## src/design/mqttf_pkg.sv

```systemverilog
// Package: shared types and constants for the MQTT publish/subscribe framer
package mqttf_pkg;

   // Request modes
   localparam logic [1:0] MODE_PUBLISH     = 2'd0;
   localparam logic [1:0] MODE_SUBSCRIBE   = 2'd1;
   localparam logic [1:0] MODE_UNSUBSCRIBE = 2'd2;
   localparam logic [1:0] MODE_CONTENT     = 2'd3;

   // Result status codes
   localparam logic [1:0] STATUS_OK          = 2'd0;
   localparam logic [1:0] STATUS_EMPTY_TOPIC = 2'd1;
   localparam logic [1:0] STATUS_TOO_LONG    = 2'd2;

   // Framer phases
   localparam logic [1:0] PHASE_IDLE    = 2'd0;
   localparam logic [1:0] PHASE_TOPIC   = 2'd1;
   localparam logic [1:0] PHASE_PAYLOAD = 2'd2;

   // Fixed header bytes
   localparam logic [3:0] HDR_PUBLISH_TYPE = 4'h3;
   localparam logic [7:0] HDR_SUBSCRIBE    = 8'h82;
   localparam logic [7:0] HDR_UNSUBSCRIBE  = 8'hA2;

   // Remaining-length overhead beyond the topic bytes
   localparam logic [4:0] BODY_PUB_FIXED  = 5'd2;
   localparam logic [4:0] BODY_PUB_IDENT  = 5'd2;
   localparam logic [4:0] BODY_SUB_FIXED  = 5'd5;
   localparam logic [4:0] BODY_UNSUB_FIXED = 5'd4;

   localparam int RUN_BYTES = 8;

   // One run of result bytes caused by one request
   typedef struct packed {
      logic [RUN_BYTES-1:0][7:0] data;
      logic [2:0]                last_idx;
      logic                      pend;
      logic [1:0]                status;
   } job_type;

endpackage

```

## src/design/mqtt_publish_subscribe_framer.sv

```systemverilog
// Top level: MQTT 3.1.1 PUBLISH / SUBSCRIBE / UNSUBSCRIBE byte framer
//
// Requests arrive on the req_ channel (valid/ready). A start request (mode
// publish, subscribe or unsubscribe) produces the fixed header, remaining
// length, packet identifier (subscribe/unsubscribe) and topic length as a
// run of up to 8 response bytes. Content requests carry topic then payload
// bytes, passed through one response each, with the identifier or requested
// QoS byte appended after the last topic byte. rsp_run_end marks the last
// response of each request; rsp_packet_end marks the final packet byte.
// The first response byte passes through the run queue and then the output
// register before it is presented. Throughput: one request per cycle while
// runs are one byte long and rsp_ready stays high; a start request occupies
// the response side for its whole run, set by the one-byte-per-cycle output
// register.
// A QUEUE_DEPTH-entry run queue decouples the sides: req_ready drops only
// when it is full, so a stalled receiver backs up into the request side
// after QUEUE_DEPTH runs plus the byte in the output register.
// Reset clears the queue, returns to idle and sets the identifier to 1.
module mqtt_publish_subscribe_framer #(
   parameter int QUEUE_DEPTH = 4
) (
   input  logic        clock,
   input  logic        reset,
   input  logic        req_valid,
   output logic        req_ready,
   input  logic [1:0]  req_mode,
   input  logic [15:0] req_topic_length,
   input  logic [27:0] req_payload_length,
   input  logic [1:0]  req_qos,
   input  logic        req_retained,
   input  logic [7:0]  req_data_byte,
   output logic        rsp_valid,
   input  logic        rsp_ready,
   output logic [7:0]  rsp_out_byte,
   output logic        rsp_packet_end,
   output logic        rsp_run_end,
   output logic [1:0]  rsp_status
);

   logic               q_full;
   logic               req_fire;
   logic               job_valid;
   mqttf_pkg::job_type job;
   logic               head_valid;
   mqttf_pkg::job_type head_job;
   logic               pop;

   assign req_ready = !q_full;
   assign req_fire  = req_valid && req_ready;

   mqttf_front u_front (
      .clock             (clock),
      .reset             (reset),
      .in_fire           (req_fire),
      .in_mode           (req_mode),
      .in_topic_length   (req_topic_length),
      .in_payload_length (req_payload_length),
      .in_qos            (req_qos),
      .in_retained       (req_retained),
      .in_data_byte      (req_data_byte),
      .job_valid         (job_valid),
      .job               (job)
   );

   mqttf_queue #(
      .DEPTH (QUEUE_DEPTH)
   ) u_queue (
      .clock      (clock),
      .reset      (reset),
      .push       (job_valid),
      .push_job   (job),
      .pop        (pop),
      .full       (q_full),
      .head_valid (head_valid),
      .head_job   (head_job)
   );

   mqttf_back u_back (
      .clock          (clock),
      .reset          (reset),
      .head_valid     (head_valid),
      .head_job       (head_job),
      .pop            (pop),
      .rsp_valid      (rsp_valid),
      .rsp_ready      (rsp_ready),
      .rsp_out_byte   (rsp_out_byte),
      .rsp_packet_end (rsp_packet_end),
      .rsp_run_end    (rsp_run_end),
      .rsp_status     (rsp_status)
   );

   // A rejection is a single response closing its run, never a packet end
   a_reject_single: assert property (@(posedge clock) disable iff (reset)
      rsp_valid && (rsp_status != mqttf_pkg::STATUS_OK) |-> rsp_run_end && !rsp_packet_end)
      else $error("rejection response not a lone run end");

   // The final packet byte always closes its request's run
   a_pend_run_end: assert property (@(posedge clock) disable iff (reset)
      rsp_valid && rsp_packet_end |-> rsp_run_end)
      else $error("packet end without run end");

   // Reset empties the output register and the queue
   a_reset_clear: assert property (@(posedge clock)
      reset |=> !rsp_valid && req_ready)
      else $error("state not cleared by reset");

endmodule

```

## src/design/mqttf_front.sv

```systemverilog
// Front end: accepts requests, tracks packet state and builds byte runs
module mqttf_front (
   input  logic                clock,
   input  logic                reset,
   input  logic                in_fire,
   input  logic [1:0]          in_mode,
   input  logic [15:0]         in_topic_length,
   input  logic [27:0]         in_payload_length,
   input  logic [1:0]          in_qos,
   input  logic                in_retained,
   input  logic [7:0]          in_data_byte,
   output logic                job_valid,
   output mqttf_pkg::job_type  job
);

   logic [15:0] packet_ident_ff, packet_ident_in;
   logic [1:0]  phase_ff, phase_in;
   logic [1:0]  kind_ff, kind_in;
   logic [1:0]  held_qos_ff, held_qos_in;
   logic [15:0] held_ident_ff, held_ident_in;
   logic [15:0] topic_left_ff, topic_left_in;
   logic [27:0] payload_left_ff, payload_left_in;

   logic [28:0]      pub_body;
   logic [27:0]      body_len;
   logic             too_long;
   logic [15:0]      ident_next;
   logic             take_ident;
   logic [7:0]       hdr;
   logic [3:0][7:0]  len_byte;
   logic [2:0]       nlen;
   logic [3:0][7:0]  tail_byte;
   logic [2:0]       ntail;
   logic [2:0]       idx;
   logic [3:0]       last_sum;

   // Compute the body length and the overlong check
   always_comb begin
      pub_body = 29'(mqttf_pkg::BODY_PUB_FIXED) + 29'(in_topic_length)
               + 29'(in_payload_length)
               + ((in_qos != 2'd0) ? 29'(mqttf_pkg::BODY_PUB_IDENT) : 29'd0);
      case (in_mode)
         mqttf_pkg::MODE_PUBLISH:   body_len = pub_body[27:0];
         mqttf_pkg::MODE_SUBSCRIBE:
            body_len = 28'(in_topic_length) + 28'(mqttf_pkg::BODY_SUB_FIXED);
         default:
            body_len = 28'(in_topic_length) + 28'(mqttf_pkg::BODY_UNSUB_FIXED);
      endcase
      too_long = (in_mode == mqttf_pkg::MODE_PUBLISH) && pub_body[28];
   end

   // Advance the identifier counter, skipping zero
   always_comb begin
      ident_next = packet_ident_ff + 16'd1;
      if (ident_next == 16'd0) begin
         ident_next = 16'd1;
      end
      take_ident = (in_mode != mqttf_pkg::MODE_PUBLISH) || (in_qos != 2'd0);
   end

   // Encode the fixed header and remaining length
   always_comb begin
      case (in_mode)
         mqttf_pkg::MODE_PUBLISH:
            hdr = {mqttf_pkg::HDR_PUBLISH_TYPE, 1'b0, in_qos, in_retained};
         mqttf_pkg::MODE_SUBSCRIBE: hdr = mqttf_pkg::HDR_SUBSCRIBE;
         default:                   hdr = mqttf_pkg::HDR_UNSUBSCRIBE;
      endcase
      len_byte[0] = {(body_len[27:7] != 21'd0), body_len[6:0]};
      len_byte[1] = {(body_len[27:14] != 14'd0), body_len[13:7]};
      len_byte[2] = {(body_len[27:21] != 7'd0), body_len[20:14]};
      len_byte[3] = {1'b0, body_len[27:21]};
      if (body_len[27:7] == 21'd0) begin
         nlen = 3'd1;
      end else if (body_len[27:14] == 14'd0) begin
         nlen = 3'd2;
      end else if (body_len[27:21] == 7'd0) begin
         nlen = 3'd3;
      end else begin
         nlen = 3'd4;
      end
      if (in_mode == mqttf_pkg::MODE_PUBLISH) begin
         tail_byte = {16'd0, in_topic_length[7:0], in_topic_length[15:8]};
         ntail     = 3'd2;
      end else begin
         tail_byte = {in_topic_length[7:0], in_topic_length[15:8],
                      packet_ident_ff[7:0], packet_ident_ff[15:8]};
         ntail     = 3'd4;
      end
      last_sum = 4'(nlen) + 4'(ntail);
   end

   // Classify the request and build its byte run
   always_comb begin
      packet_ident_in = packet_ident_ff;
      phase_in        = phase_ff;
      kind_in         = kind_ff;
      held_qos_in     = held_qos_ff;
      held_ident_in   = held_ident_ff;
      topic_left_in   = topic_left_ff;
      payload_left_in = payload_left_ff;
      job_valid       = 1'b0;
      job             = '0;
      idx             = 3'd0;
      if (in_fire) begin
         if (in_mode != mqttf_pkg::MODE_CONTENT) begin
            phase_in  = mqttf_pkg::PHASE_IDLE;
            job_valid = 1'b1;
            if (in_topic_length == 16'd0) begin
               job.status = mqttf_pkg::STATUS_EMPTY_TOPIC;
            end else if (too_long) begin
               job.status = mqttf_pkg::STATUS_TOO_LONG;
            end else begin
               kind_in       = in_mode;
               held_qos_in   = in_qos;
               topic_left_in = in_topic_length;
               payload_left_in = (in_mode == mqttf_pkg::MODE_PUBLISH) ?
                                 in_payload_length : 28'd0;
               held_ident_in = take_ident ? packet_ident_ff : 16'd0;
               if (take_ident) begin
                  packet_ident_in = ident_next;
               end
               phase_in     = mqttf_pkg::PHASE_TOPIC;
               job.last_idx = last_sum[2:0];
               for (int i = 0; i < mqttf_pkg::RUN_BYTES; i++) begin
                  idx = 3'(i);
                  if (idx == 3'd0) begin
                     job.data[i] = hdr;
                  end else if (idx <= nlen) begin
                     job.data[i] = len_byte[2'(idx - 3'd1)];
                  end else begin
                     job.data[i] = tail_byte[2'(idx - 3'd1 - nlen)];
                  end
               end
            end
         end else begin
            case (phase_ff)
               mqttf_pkg::PHASE_TOPIC: begin
                  job_valid     = 1'b1;
                  job.data[0]   = in_data_byte;
                  topic_left_in = topic_left_ff - 16'd1;
                  if (topic_left_in == 16'd0) begin
                     case (kind_ff)
                        mqttf_pkg::MODE_PUBLISH: begin
                           job.pend = (payload_left_ff == 28'd0);
                           if (held_qos_ff != 2'd0) begin
                              job.data[1]  = held_ident_ff[15:8];
                              job.data[2]  = held_ident_ff[7:0];
                              job.last_idx = 3'd2;
                           end
                           phase_in = (payload_left_ff == 28'd0) ?
                                      mqttf_pkg::PHASE_IDLE : mqttf_pkg::PHASE_PAYLOAD;
                        end
                        mqttf_pkg::MODE_SUBSCRIBE: begin
                           job.data[1]  = {6'd0, held_qos_ff};
                           job.last_idx = 3'd1;
                           job.pend     = 1'b1;
                           phase_in     = mqttf_pkg::PHASE_IDLE;
                        end
                        default: begin
                           job.pend = 1'b1;
                           phase_in = mqttf_pkg::PHASE_IDLE;
                        end
                     endcase
                  end
               end
               mqttf_pkg::PHASE_PAYLOAD: begin
                  job_valid       = 1'b1;
                  job.data[0]     = in_data_byte;
                  payload_left_in = payload_left_ff - 28'd1;
                  job.pend        = (payload_left_in == 28'd0);
                  if (payload_left_in == 28'd0) begin
                     phase_in = mqttf_pkg::PHASE_IDLE;
                  end
               end
               default: begin
                  job_valid = 1'b0;
               end
            endcase
         end
      end
   end

   // Hold the packet state
   always_ff @(posedge clock) begin
      if (reset) begin
         packet_ident_ff <= 16'd1;
         phase_ff        <= mqttf_pkg::PHASE_IDLE;
         kind_ff         <= mqttf_pkg::MODE_PUBLISH;
         held_qos_ff     <= 2'd0;
         held_ident_ff   <= 16'd0;
         topic_left_ff   <= 16'd0;
         payload_left_ff <= 28'd0;
      end else begin
         packet_ident_ff <= packet_ident_in;
         phase_ff        <= phase_in;
         kind_ff         <= kind_in;
         held_qos_ff     <= held_qos_in;
         held_ident_ff   <= held_ident_in;
         topic_left_ff   <= topic_left_in;
         payload_left_ff <= payload_left_in;
      end
   end

endmodule

```

## src/design/mqttf_queue.sv

```systemverilog
// Queue: short FIFO of byte runs between the front and back ends
module mqttf_queue #(
   parameter int DEPTH = 4
) (
   input  logic               clock,
   input  logic               reset,
   input  logic               push,
   input  mqttf_pkg::job_type push_job,
   input  logic               pop,
   output logic               full,
   output logic               head_valid,
   output mqttf_pkg::job_type head_job
);

   localparam int PTR_W = (DEPTH > 1) ? $clog2(DEPTH) : 1;
   localparam int CNT_W = $clog2(DEPTH + 1);

   mqttf_pkg::job_type        slot_ff [DEPTH];
   logic [PTR_W-1:0]          wr_ptr_ff, wr_ptr_in;
   logic [PTR_W-1:0]          rd_ptr_ff, rd_ptr_in;
   logic [CNT_W-1:0]          count_ff, count_in;

   assign full       = (count_ff == CNT_W'(DEPTH));
   assign head_valid = (count_ff != '0);
   assign head_job   = slot_ff[rd_ptr_ff];

   // Advance pointers and the fill count
   always_comb begin
      wr_ptr_in = wr_ptr_ff;
      rd_ptr_in = rd_ptr_ff;
      count_in  = count_ff;
      if (push) begin
         wr_ptr_in = (wr_ptr_ff == PTR_W'(DEPTH - 1)) ? '0 : wr_ptr_ff + 1'b1;
      end
      if (pop) begin
         rd_ptr_in = (rd_ptr_ff == PTR_W'(DEPTH - 1)) ? '0 : rd_ptr_ff + 1'b1;
      end
      if (push && !pop) begin
         count_in = count_ff + 1'b1;
      end else if (pop && !push) begin
         count_in = count_ff - 1'b1;
      end
   end

   always_ff @(posedge clock) begin
      if (reset) begin
         wr_ptr_ff <= '0;
         rd_ptr_ff <= '0;
         count_ff  <= '0;
      end else begin
         wr_ptr_ff <= wr_ptr_in;
         rd_ptr_ff <= rd_ptr_in;
         count_ff  <= count_in;
      end
   end

   // Store the pushed run
   always_ff @(posedge clock) begin
      if (push) begin
         slot_ff[wr_ptr_ff] <= push_job;
      end
   end

endmodule

```

## src/design/mqttf_back.sv

```systemverilog
// Back end: serializes byte runs into the registered response channel
module mqttf_back (
   input  logic               clock,
   input  logic               reset,
   input  logic               head_valid,
   input  mqttf_pkg::job_type head_job,
   output logic               pop,
   output logic               rsp_valid,
   input  logic               rsp_ready,
   output logic [7:0]         rsp_out_byte,
   output logic               rsp_packet_end,
   output logic               rsp_run_end,
   output logic [1:0]         rsp_status
);

   logic       rsp_valid_ff;
   logic [2:0] idx_ff;
   logic [7:0] byte_ff;
   logic       pend_ff;
   logic       run_end_ff;
   logic [1:0] status_ff;
   logic       load;
   logic       last;

   // Load the next byte when the output register is free
   assign load = head_valid && (!rsp_valid_ff || rsp_ready);
   assign last = (idx_ff == head_job.last_idx);
   assign pop  = load && last;

   always_ff @(posedge clock) begin
      if (reset) begin
         rsp_valid_ff <= 1'b0;
         idx_ff       <= 3'd0;
      end else if (load) begin
         rsp_valid_ff <= 1'b1;
         idx_ff       <= last ? 3'd0 : idx_ff + 3'd1;
      end else if (rsp_ready) begin
         rsp_valid_ff <= 1'b0;
      end
   end

   always_ff @(posedge clock) begin
      if (load) begin
         byte_ff    <= head_job.data[idx_ff];
         pend_ff    <= last && head_job.pend;
         run_end_ff <= last;
         status_ff  <= head_job.status;
      end
   end

   assign rsp_valid      = rsp_valid_ff;
   assign rsp_out_byte   = byte_ff;
   assign rsp_packet_end = pend_ff;
   assign rsp_run_end    = run_end_ff;
   assign rsp_status     = status_ff;

endmodule
```

## config.mk

```make
export PLATFORM = sky130hd
export DESIGN_NAME = mqtt_publish_subscribe_framer
export DESIGN_NICKNAME = d
export VERILOG_FILES = /design/src/design/mqttf_pkg.sv /design/src/design/mqtt_publish_subscribe_framer.sv /design/src/design/mqttf_front.sv /design/src/design/mqttf_queue.sv /design/src/design/mqttf_back.sv
export SDC_FILE = /design/constraint.sdc
export NUM_CORES = 1
export LEC_CHECK = 0
export BUFFER_PORTS_ARGS = -buffer_cell sky130_fd_sc_hd__buf_2
export CORE_MARGIN = 8
export CORE_UTILIZATION = 65
export DETAILED_ROUTE_END_ITERATION = 16
export PLACE_DENSITY = 0.8
export SYNTH_ARGS = -nofsm -noshare
export SYNTH_HDL_FRONTEND = slang
export SYNTH_SLANG_ARGS = --single-unit
```

## constraint.sdc

```tcl
create_clock -name clock -period 20.9 [get_ports clock]
set_input_delay 2.09 -clock clock [delete_from_list [all_inputs] [get_ports clock]]
set_output_delay 2.09 -clock clock [all_outputs]
set_load 0.01 [all_outputs]
```

==> flow_summary.yaml, run 1 <==
timing:
  holdWs_ns: 0.4710
  tightest_slew_ns: 1.255
  period_minus_slack_ns: 9.737
  finalCritPeriodShare_pct: 46.59
  fmax_mhz: 102.7
  drv_slew: 0
  finalSetupViolations: 0
  hold_violations: 0
  finClkSkew_ns: 0.01464
  finalSetupTns_ns: 0
  rsz0062_at_grt: "no"
  max-slew-margin-rel_pct: 15.42
  fin_ws_ns: 11.16
global_route:
  grt-ovfl-total: 0
  grt_pass1_wl_mm: 91.02
  grt_usage_pct: 30.84
  antenna_found_initial: 3
  grt_max_degree: 95
  grt_pass1_vias: 15460
clock_tree:
  h-tree-depth: 2
  postCtsSetupBuffers: 0
  cts_resized: 0
  clock_sinks: 387
  root_buffer: "clkbuf_16"
  cts_buffers: 39
  clk_pin_slew_ns: 0.06
  cts_hold_buffers: 0
  clockBufferDepth: 3
  worstSkewPairLatency_ns: 0.55
  cts_tree: "done"
setup_path:
  worstSetupStartpointType: "primary input"
  crit_fanout: 17
  worstPathCellList: "buf_2, ha_1, and3_1, nand2_1, nor3_1, xnor2_1, ha_1, ha_1, nand2_1, o211a_1, a221o_1, a21oi_1, mux2i_1, or3_4, or4_1, o21bai_4, inv_4, ha_1, inv_1, nor2_1, nor2_1, a22o_1, o21ai_0, o21ai_0"
  cpPeakStageDelay_ns: 0.88
  crit_path_end_kind: "register"
  cp.required_ns: 21.14
  critPathKind: "in -> reg"
  crit_arrival_ns: 9.97
  cp_slowest_cell: "or4_1"
  path_buf_inv: 3
  critPathTopFamily: "simple AND/OR/NAND/NOR gates"
  cpMostUsedCell: "ha_1"
drt:
  drtIter0Drc: 2042
  drt_first_pass_iters: 6
  drc: 0
  vias: 15910
  drt_wl_total_mm: 60.22
  wl_per_cell_um: 26.40
  drtAntennaViolNets: 0
  viasPerCell: 6.974
pwr:
  p_int_mw: 1.609
  p_sw_share_pct: 32.17
  switching_power_uw: 763.2
  leakage_nw: 7.983
  power_frac_comb_pct: 28.3
  power_density_mw_per_mm2: 104.5
  seqPwrFrac_pct: 41.9
  ir_worst_vdd_uv: 93.55
  pwr-share-clk_pct: 29.8
yosys:
  synthCells: 1843
  ys_ff_latch: 387
  seq_area_frac_synth_pct: 51.16
  syn_area_per_cell_sq_um: 11.32
  synth_edf_count: 292
  synth_nets: 1965
  synthFlopType: "edfxtp_1"
  synth.distinct_cells: 86
  ys_async_sr_fraction_pct: 0
  syn_area_sq_mm: 0.02086
  yosys_warnings: 0
placement:
  postPlaceCellArea_sq_mm: 0.02138
  portBuffers: 74
  hpwl_mm: 41.00
  gp_congestion: 0.9571
  pre_cts_slack_ns: 10.79
die:
  core_area_sq_mm: 0.03156
  ios: 75
  core.rowCount: 65
  die_y_um: 195.1
  die_width_um: 195.1
  dieArea_sq_mm: 0.03807
  start_util_pct: 66.09
finish:
  layout-drive-gt1-share_pct: 15.24
  final_nets: 1968
  fin_area_sq_mm: 0.02270
  area_growth_pct: 8.825
worst_hold_path:
  hp-class: "reg -> reg"
run_status:
  status: "completed"
run:
  max_cap_viol_count: 0
==> area by class of cell <==
| class | count | area [sq um] |
|---|---|---|
| inverters | 44 | 167.7 |
| clock inverters | 22 | 240.2 |
| diodes | 2 | 5.005 |
| well taps | 402 | 503.0 |
| flip-flops and latches | 387 | 10680 |
| repair buffers | 94 | 520.5 |
| multi-input cells | 1280 | 9517 |
| fillers | 2153 | 8860 |
| clock buffers | 50 | 1067 |
==> registers in the layout (all words and copies together), names as in the netlist, 3 cells and up, named ones only <==
register                 flops
u_queue.slot_ff            280
u_front.topic_left_ff       16
u_front.held_ident_ff       16
u_back.rsp_out_byte          8
u_front.packet_ident_ff     16
u_queue.count_ff             3
u_front.payload_left_ff     28
u_back.idx_ff                3
==> worst min-delay path, cell delays in order, from the launching register on <==
cell,delay [ns]
dfxtp_1,0.32
nand2_1,0.06
a21oi_1,0.05
==> placed cells by master (no fill, tap or decap), types with 16 or more instances in the layout <==
cell and count:
and3_1 25, buf_2 74, inv_1 40, ha_1 58
mux2i_1 28, buf_4 20, nand3_1 31, o22ai_1 16
a211oi_1 28, clkbuf_16 39, xor2_1 44, nor4_1 18
a221oi_1 17, nand2_1 160, o21ai_0 101, nand4_1 19
nor2_1 179, a21oi_1 110, dfxtp_1 93, nor3_1 55
xnor2_1 40, a22oi_1 38, mux4_2 86, edfxtp_1 292
==> final timing paths <==
path | from | slack, ns | end | cells past startpoint
worst min register to register | u_back.rsp_valid$_SDFFE_PP0P_ | 0.47 | u_back.rsp_valid$_SDFFE_PP0P_ | 2
worst min-delay path | u_back.rsp_valid$_SDFFE_PP0P_ | 0.47 | u_back.rsp_valid$_SDFFE_PP0P_ | 2
worst max-delay path | req_topic_length[3] | 11.16 | u_queue.slot_ff[1][36]$_DFFE_PP_ | 24
worst max register to register | u_front.payload_left_ff[0]$_SDFFE_PP0P_ | 16.39 | u_front.phase_ff[0]$_SDFFE_PP0P_ | 13
==> cells by family (layout without fill, tap and decap cells) <==
kind of cell	count (synthesis)	in the layout	share of synthesized area [%]
compound gates	436	436	13.64
xor+xnor	84	84	3.528
fa+ha+maj	61	61	3.768
buf+inv	176	210	3.324
flops	387	387	51.16
mux	129	129	11.44
other cells	0	2	0
simple gates	570	570	13.13
==> power groups by stage <==
stage                     logic, mW  registers (mW)  clock network (mW)
after floorplan               0.465           0.993                   0
after global placement        0.644           0.999                   0
after detailed placement      0.657            1.01                   0
after CTS                     0.668           0.994               0.713
after global routing          0.718            1.00               0.746
final                         0.672           0.993               0.707
==> cells in the mapped netlist (25+ instances only) <==
cell type  instances  share of area (%)
a211oi_1          28                1.0
a21oi_1          110                2.6
a22oi_1           38                1.4
and3_1            25               0.75
clkbuf_1         102                1.8
dfxtp_1           95                9.1
edfxtp_1         292                 42
ha_1              58                3.5
inv_1             41               0.74
mux2i_1           28                1.3
mux4_2            86                9.3
nand2_1          160                2.9
nand3_1           31               0.74
nor2_1           180                3.2
nor3_1            55                1.3
o21ai_0          101                2.4
xnor2_1           40                1.7
xor2_1            44                1.8
==> stage by stage <==
step | total power, mW | util, % | cells
after floorplan | 1.458 | - | 1843
after CTS | 2.375 | 71.91 | 2279
final | 2.373 | 71.92 | 2281
after detailed placement | 1.664 | 67.76 | 2207
after global placement | 1.643 | 67.76 | 2207
after global routing | 2.466 | 71.91 | 2279
==> metal layers <==
| layer | share of wire [%] | vias up | track usage, % |
|---|---|---|---|
| li1 | - | 7025 | - |
| met1 | 38 | 7757 | 40.11 |
| met2 | 47 | 944 | 49.75 |
| met3 | 9.9 | 178 | 6.534 |
| met4 | 4.6 | 4 | 13.39 |
| met5 | 0.051 | - | 0 |
Power figures use the tool's default switching activity.
==> run 2, diff against run 1 <==
--- a/config.mk
+++ b/config.mk
@@ -7,9 +7,9 @@
 export LEC_CHECK = 0
 export BUFFER_PORTS_ARGS = -buffer_cell sky130_fd_sc_hd__buf_2
 export CORE_MARGIN = 8
-export CORE_UTILIZATION = 65
+export CORE_UTILIZATION = 57
 export DETAILED_ROUTE_END_ITERATION = 16
-export PLACE_DENSITY = 0.8
+export PLACE_DENSITY = 0.74
 export SYNTH_ARGS = -nofsm -noshare
 export SYNTH_HDL_FRONTEND = slang
 export SYNTH_SLANG_ARGS = --single-unit
==> constraint.sdc (replaced) <==
create_clock -name clock -period 8.2 [get_ports clock]
set_input_delay 0.82 -clock clock [delete_from_list [all_inputs] [get_ports clock]]
set_output_delay 0.82 -clock clock [all_outputs]
set_load 0.01 [all_outputs]
==> flow_summary.yaml, run 2 (same netlist as run 1, synthesis figures left out) <==
finish:
  area_growth_pct: 9.215
  final_cell_mix: "edfxtp_1 (292), nor2_1 (179), nand2_1 (160)"
  top_register: "u_queue.slot_ff"
  fill_cells: 2822
  largest_reg_flops: 280
  seqCellArea_sq_mm: 0.01068
  top_regs: "u_queue.slot_ff (280), u_front.payload_left_ff (28)"
  layout-drive-gt1-share_pct: 15.54
  final_nets: 1979
  multi_input_area_sq_mm: 0.009517
  fin_area_sq_mm: 0.02278
  layout_commonest_cell: "edfxtp_1"
timing:
  hold_violations: 0
  finClkSkew_ns: 0.02200
  drv_slew: 0
  fin_ws_ns: 0.6239
  fmax_mhz: 132.0
  tightest_slew_ns: 1.246
  finalSetupViolations: 0
  finalCritPeriodShare_pct: 92.39
  finalSetupTns_ns: 0
  rsz0062_at_grt: "no"
  max-slew-margin-rel_pct: 15.75
  period_minus_slack_ns: 7.576
drt:
  wl_per_cell_um: 25.41
  drc: 0
  vias: 15720
  drt_first_pass_iters: 5
  drt_wl_total_mm: 59.83
  drtAntennaViolNets: 0
  viasPerCell: 6.676
  drtIter0Drc: 1750
global_route:
  grt_pass1_vias: 15410
  grt_pass1_wl_mm: 91.18
  antenna_found_initial: 1
  grt_max_degree: 95
  grt_usage_pct: 27.17
  grt-ovfl-total: 0
worst_hold_path:
  hp-class: "reg -> reg"
clock_tree:
  clk_pin_slew_ns: 0.06
  cts_resized: 0
  root_buffer: "clkbuf_16"
  clock_sinks: 387
  cts_hold_buffers: 0
  worstSkewPairLatency_ns: 0.56
  cts_tree: "done"
  cts_buffers: 40
  clockBufferDepth: 3
  postCtsSetupBuffers: 0
  h-tree-depth: 2
run_status:
  status: "completed"
setup_path:
  critPathKind: "in -> reg"
  crit_arrival_ns: 7.88
  worstSetupStartpointType: "primary input"
  cp.required_ns: 8.51
  crit_path_end_kind: "register"
  crit_fanout: 16
pwr:
  switching_power_mw: 1.907
  p_int_mw: 4.052
  leakage_nw: 7.992
  pwr-share-clk_pct: 29.0
  power_frac_comb_pct: 28.7
  power_density_mw_per_mm2: 261.6
  ir_worst_vdd_uv: 163.2
  seqPwrFrac_pct: 42.3
  p_sw_share_pct: 32.00
die:
  core_area_sq_mm: 0.03635
  dieArea_sq_mm: 0.04297
  die_width_um: 207.3
  start_util_pct: 57.38
  die_y_um: 207.3
  ios: 75
  core.rowCount: 70
placement:
  pre_cts_slack_ns: 0.2180
  postPlaceCellArea_sq_mm: 0.02154
  gp_congestion: 0.9634
  hpwl_mm: 41.51
  portBuffers: 74
run:
  max_cap_viol_count: 0
## run 2: changes by cell type in the layout (fill, tap and decap cells not counted), sizes merged
cell	previous run	this run
buf	94	104
bufinv	3	1
clkbuf	50	52
clkinv	17	15
clkinvlp	2	3
diode	2	1
## run 2: worst paths after layout
check | startpoint | end | slack [ns] | cells past startpoint
min reg2reg | u_back.rsp_valid$_SDFFE_PP0P_ | u_back.rsp_valid$_SDFFE_PP0P_ | 0.48 | 2
max | req_topic_length[3] | u_queue.slot_ff[3][33]$_DFFE_PP_ | 0.62 | 24
max reg2reg | u_front.payload_left_ff[0]$_SDFFE_PP0P_ | u_front.phase_ff[0]$_SDFFE_PP0P_ | 3.46 | 13
min | u_back.rsp_valid$_SDFFE_PP0P_ | u_back.rsp_valid$_SDFFE_PP0P_ | 0.48 | 2
## run 2: layout make-up
type,count,share of cell area [%]
clock buffer,52,4.779
multi-input combinational,1280,41.78
tap,468,2.571
clock inverter,19,0.6372
antenna,1,0.01099
sequential,387,46.87
timing repair buffer,104,2.615
inverter,44,0.7361
## run 2: routing by layer
layer	share of wire [%]	track usage, %	wire (um)
met5	0	0	0
met4	3.3	10.06	1977
met3	7.7	4.514	4583
met2	48	43.95	28540
met1	41	36.65	24730
## run 2: power by group through the flow
stage / logic (mW) / registers (mW) / clock network (mW)
final: 1.71 / 2.52 / 1.73
after detailed placement: 1.70 / 2.56 / 0
after global routing: 1.84 / 2.54 / 1.83
after CTS: 1.71 / 2.52 / 1.76
after floorplan: 1.19 / 2.53 / 0
after global placement: 1.66 / 2.54 / 0
## run 2: metrics by stage
step	util (%)	total power [mW]	hold WS, ns	instances
floorplan	-	3.717	0.4493	1843
global placement	59.26	4.207	0.4489	2283
detailed placement	59.26	4.257	0.4676	2283
CTS	62.66	5.994	0.4764	2354
global route	62.66	6.218	0.5148	2354
finish	62.66	5.959	0.4805	2355
## run 2: worst max-delay path, cell delays in order
cell	delay (ns)
buf_2	0.32
ha_1	0.37
and3_1	0.41
nand2_1	0.20
nor3_1	0.28
xnor2_1	0.16
ha_1	0.25
ha_1	0.45
nand2_1	0.10
o211a_1	0.25
a221o_1	0.33
a21oi_1	0.18
mux2i_1	0.14
or3_4	0.43
or4_1	0.62
o21bai_4	0.31
inv_4	0.12
ha_1	0.41
inv_1	0.18
nor2_1	0.08
nor2_1	0.63
a221o_1	0.26
o21ai_0	0.14
o21ai_0	0.41
==> run 3, diff against run 2 <==
--- a/config.mk
+++ b/config.mk
@@ -7,9 +7,10 @@
 export LEC_CHECK = 0
 export BUFFER_PORTS_ARGS = -buffer_cell sky130_fd_sc_hd__buf_2
 export CORE_MARGIN = 8
-export CORE_UTILIZATION = 57
+export CORE_UTILIZATION = 63
 export DETAILED_ROUTE_END_ITERATION = 16
-export PLACE_DENSITY = 0.74
+export PLACE_DENSITY = 0.78
+export REMOVE_ABC_BUFFERS = 1
 export SYNTH_ARGS = -nofsm -noshare
 export SYNTH_HDL_FRONTEND = slang
 export SYNTH_SLANG_ARGS = --single-unit
==> constraint.sdc (replaced) <==
create_clock -name clock -period 7.2 [get_ports clock]
set_input_delay 0.72 -clock clock [delete_from_list [all_inputs] [get_ports clock]]
set_output_delay 0.72 -clock clock [all_outputs]
set_load 0.01 [all_outputs]
==> flow_summary.yaml, run 3 (same netlist as run 1, synthesis figures left out) <==
die:
  start_util_pct: 64.10
  core_area_sq_mm: 0.03254
  dieArea_sq_mm: 0.03918
  die_y_um: 197.9
  die_width_um: 197.9
  core.rowCount: 66
  ios: 75
pwr:
  leakage_nw: 8.152
  ir_worst_vdd_uv: 186.2
  power_density_mw_per_mm2: 300.3
drt:
  viasPerCell: 6.746
  drt_wl_total_mm: 59.56
  vias: 15890
  drt_first_pass_iters: 6
  drc: 0
  drtAntennaViolNets: 0
  wl_per_cell_um: 25.29
  drtIter0Drc: 1832
clock_tree:
  cts_buffers: 40
  clk_pin_slew_ns: 0.06
  h-tree-depth: 2
  clock_sinks: 387
  postCtsSetupBuffers: 0
  worstSkewPairLatency_ns: 0.55
  cts_hold_buffers: 0
  root_buffer: "clkbuf_16"
  clockBufferDepth: 3
  cts_resized: 0
  cts_tree: "done"
global_route:
  grt-ovfl-total: 0
  grt_pass1_wl_mm: 91.44
  grt_pass1_vias: 15220
  grt_usage_pct: 30.38
  grt_max_degree: 95
  antenna_found_initial: 2
timing:
  finalCritPeriodShare_pct: 91.68
  drv_slew: 0
  rsz0062_at_grt: "no"
  tightest_slew_ns: 1.189
  finClkSkew_ns: 0.02006
  finalSetupViolations: 0
  finalSetupTns_ns: 0
  fmax_mhz: 151.5
  hold_violations: 0
  period_minus_slack_ns: 6.601
  holdWs_ns: 0.4623
  max-slew-margin-rel_pct: 20.25
finish:
  final_cell_mix: "edfxtp_1 (292), nor2_1 (179), nand2_1 (160)"
  largest_reg_flops: 280
  top_regs: "u_queue.slot_ff (280), u_front.payload_left_ff (28)"
  top_register: "u_queue.slot_ff"
  final_cell_count_no_fill: 2355
  antenna_cells: 0
  area_growth_pct: 10.34
  layout-drive-gt1-share_pct: 16.83
  postLayoutCoreUtil_pct: 70.73
  final_nets: 2003
  layout_commonest_cell: "edfxtp_1"
run:
  max_cap_viol_count: 0
placement:
  hpwl_mm: 41.27
  portBuffers: 74
  gp_congestion: 0.9578
  dpl.cell_count: 2281
setup_path:
  critPathKind: "in -> reg"
  crit_arrival_ns: 6.89
  crit_path_end_kind: "register"
  worstSetupStartpointType: "primary input"
  crit_fanout: 15
  cp.required_ns: 7.49
run_status:
  status: "completed"
worst_hold_path:
  hp-class: "in -> reg"
-- run 3: worst paths after layout --
path | startpoint | end | slack (ns) | cells past startpoint
max | req_topic_length[4] | u_queue.slot_ff[3][68]$_DFFE_PP_ | 0.60 | 23
min | rsp_ready | u_back.rsp_valid$_SDFFE_PP0P_ | 0.46 | 4
min reg2reg | u_back.rsp_valid$_SDFFE_PP0P_ | u_back.rsp_valid$_SDFFE_PP0P_ | 0.48 | 2
max reg2reg | u_front.topic_left_ff[0]$_SDFFE_PP0P_ | u_queue.slot_ff[2][20]$_DFFE_PP_ | 2.90 | 11
-- run 3: cell type report --
cell class	instances	area, sq um
well taps	442	553.0
multi-input cells	1280	9517
clock inverters	20	195.2
fillers	2370	9524
clock buffers	54	1129
flip-flops and latches	387	10680
repair buffers	128	775.7
inverters	44	167.7
-- run 3: power by group --
part	switching (mW)	internal [mW]	total (mW)
Combinational	1.18	0.784	1.96
Sequential	0.152	2.74	2.89
Clock	0.875	1.19	2.06
-- run 3: through the flow --
stage / power, mW / instance area (sq um) / setup slack (ns)
after floorplan: 4.197 / 20330 / 0.05306
after global placement: 4.793 / 21690 / 0.3491
after global routing: 7.191 / 23010 / 0.1554
final: 6.910 / 23010 / 0.5988
after detailed placement: 4.857 / 21690 / 0.1778
after CTS: 6.911 / 23010 / 0.6917
-- run 3: per-layer routing --
metal / global-route usage [%] / vias to the layer above / share of wire (%)
met5: 0 / - / 0
met2: 50.05 / 903 / 48
met3: 4.092 / 135 / 8.6
met1: 41.23 / 7753 / 39
li1: - / 7097 / -
met4: 10.37 / 0 / 3.7
-- run 3: critical path, stage by stage --
cell and delay (ns):
buf_2 0.27, and3_1 0.25, nand2_1 0.13, nor3_1 0.28, xnor2_1 0.17, ha_1 0.26
ha_1 0.45, nand2_1 0.10, o211a_1 0.25, a221o_1 0.33, a21oi_1 0.21, mux2i_1 0.15
or3_4 0.43, or4_1 0.61, o21bai_4 0.20, inv_4 0.08, ha_1 0.34, inv_1 0.14
nor2_1 0.08, nor2_1 0.60, a221o_1 0.26, o21ai_0 0.13, o22ai_1 0.42
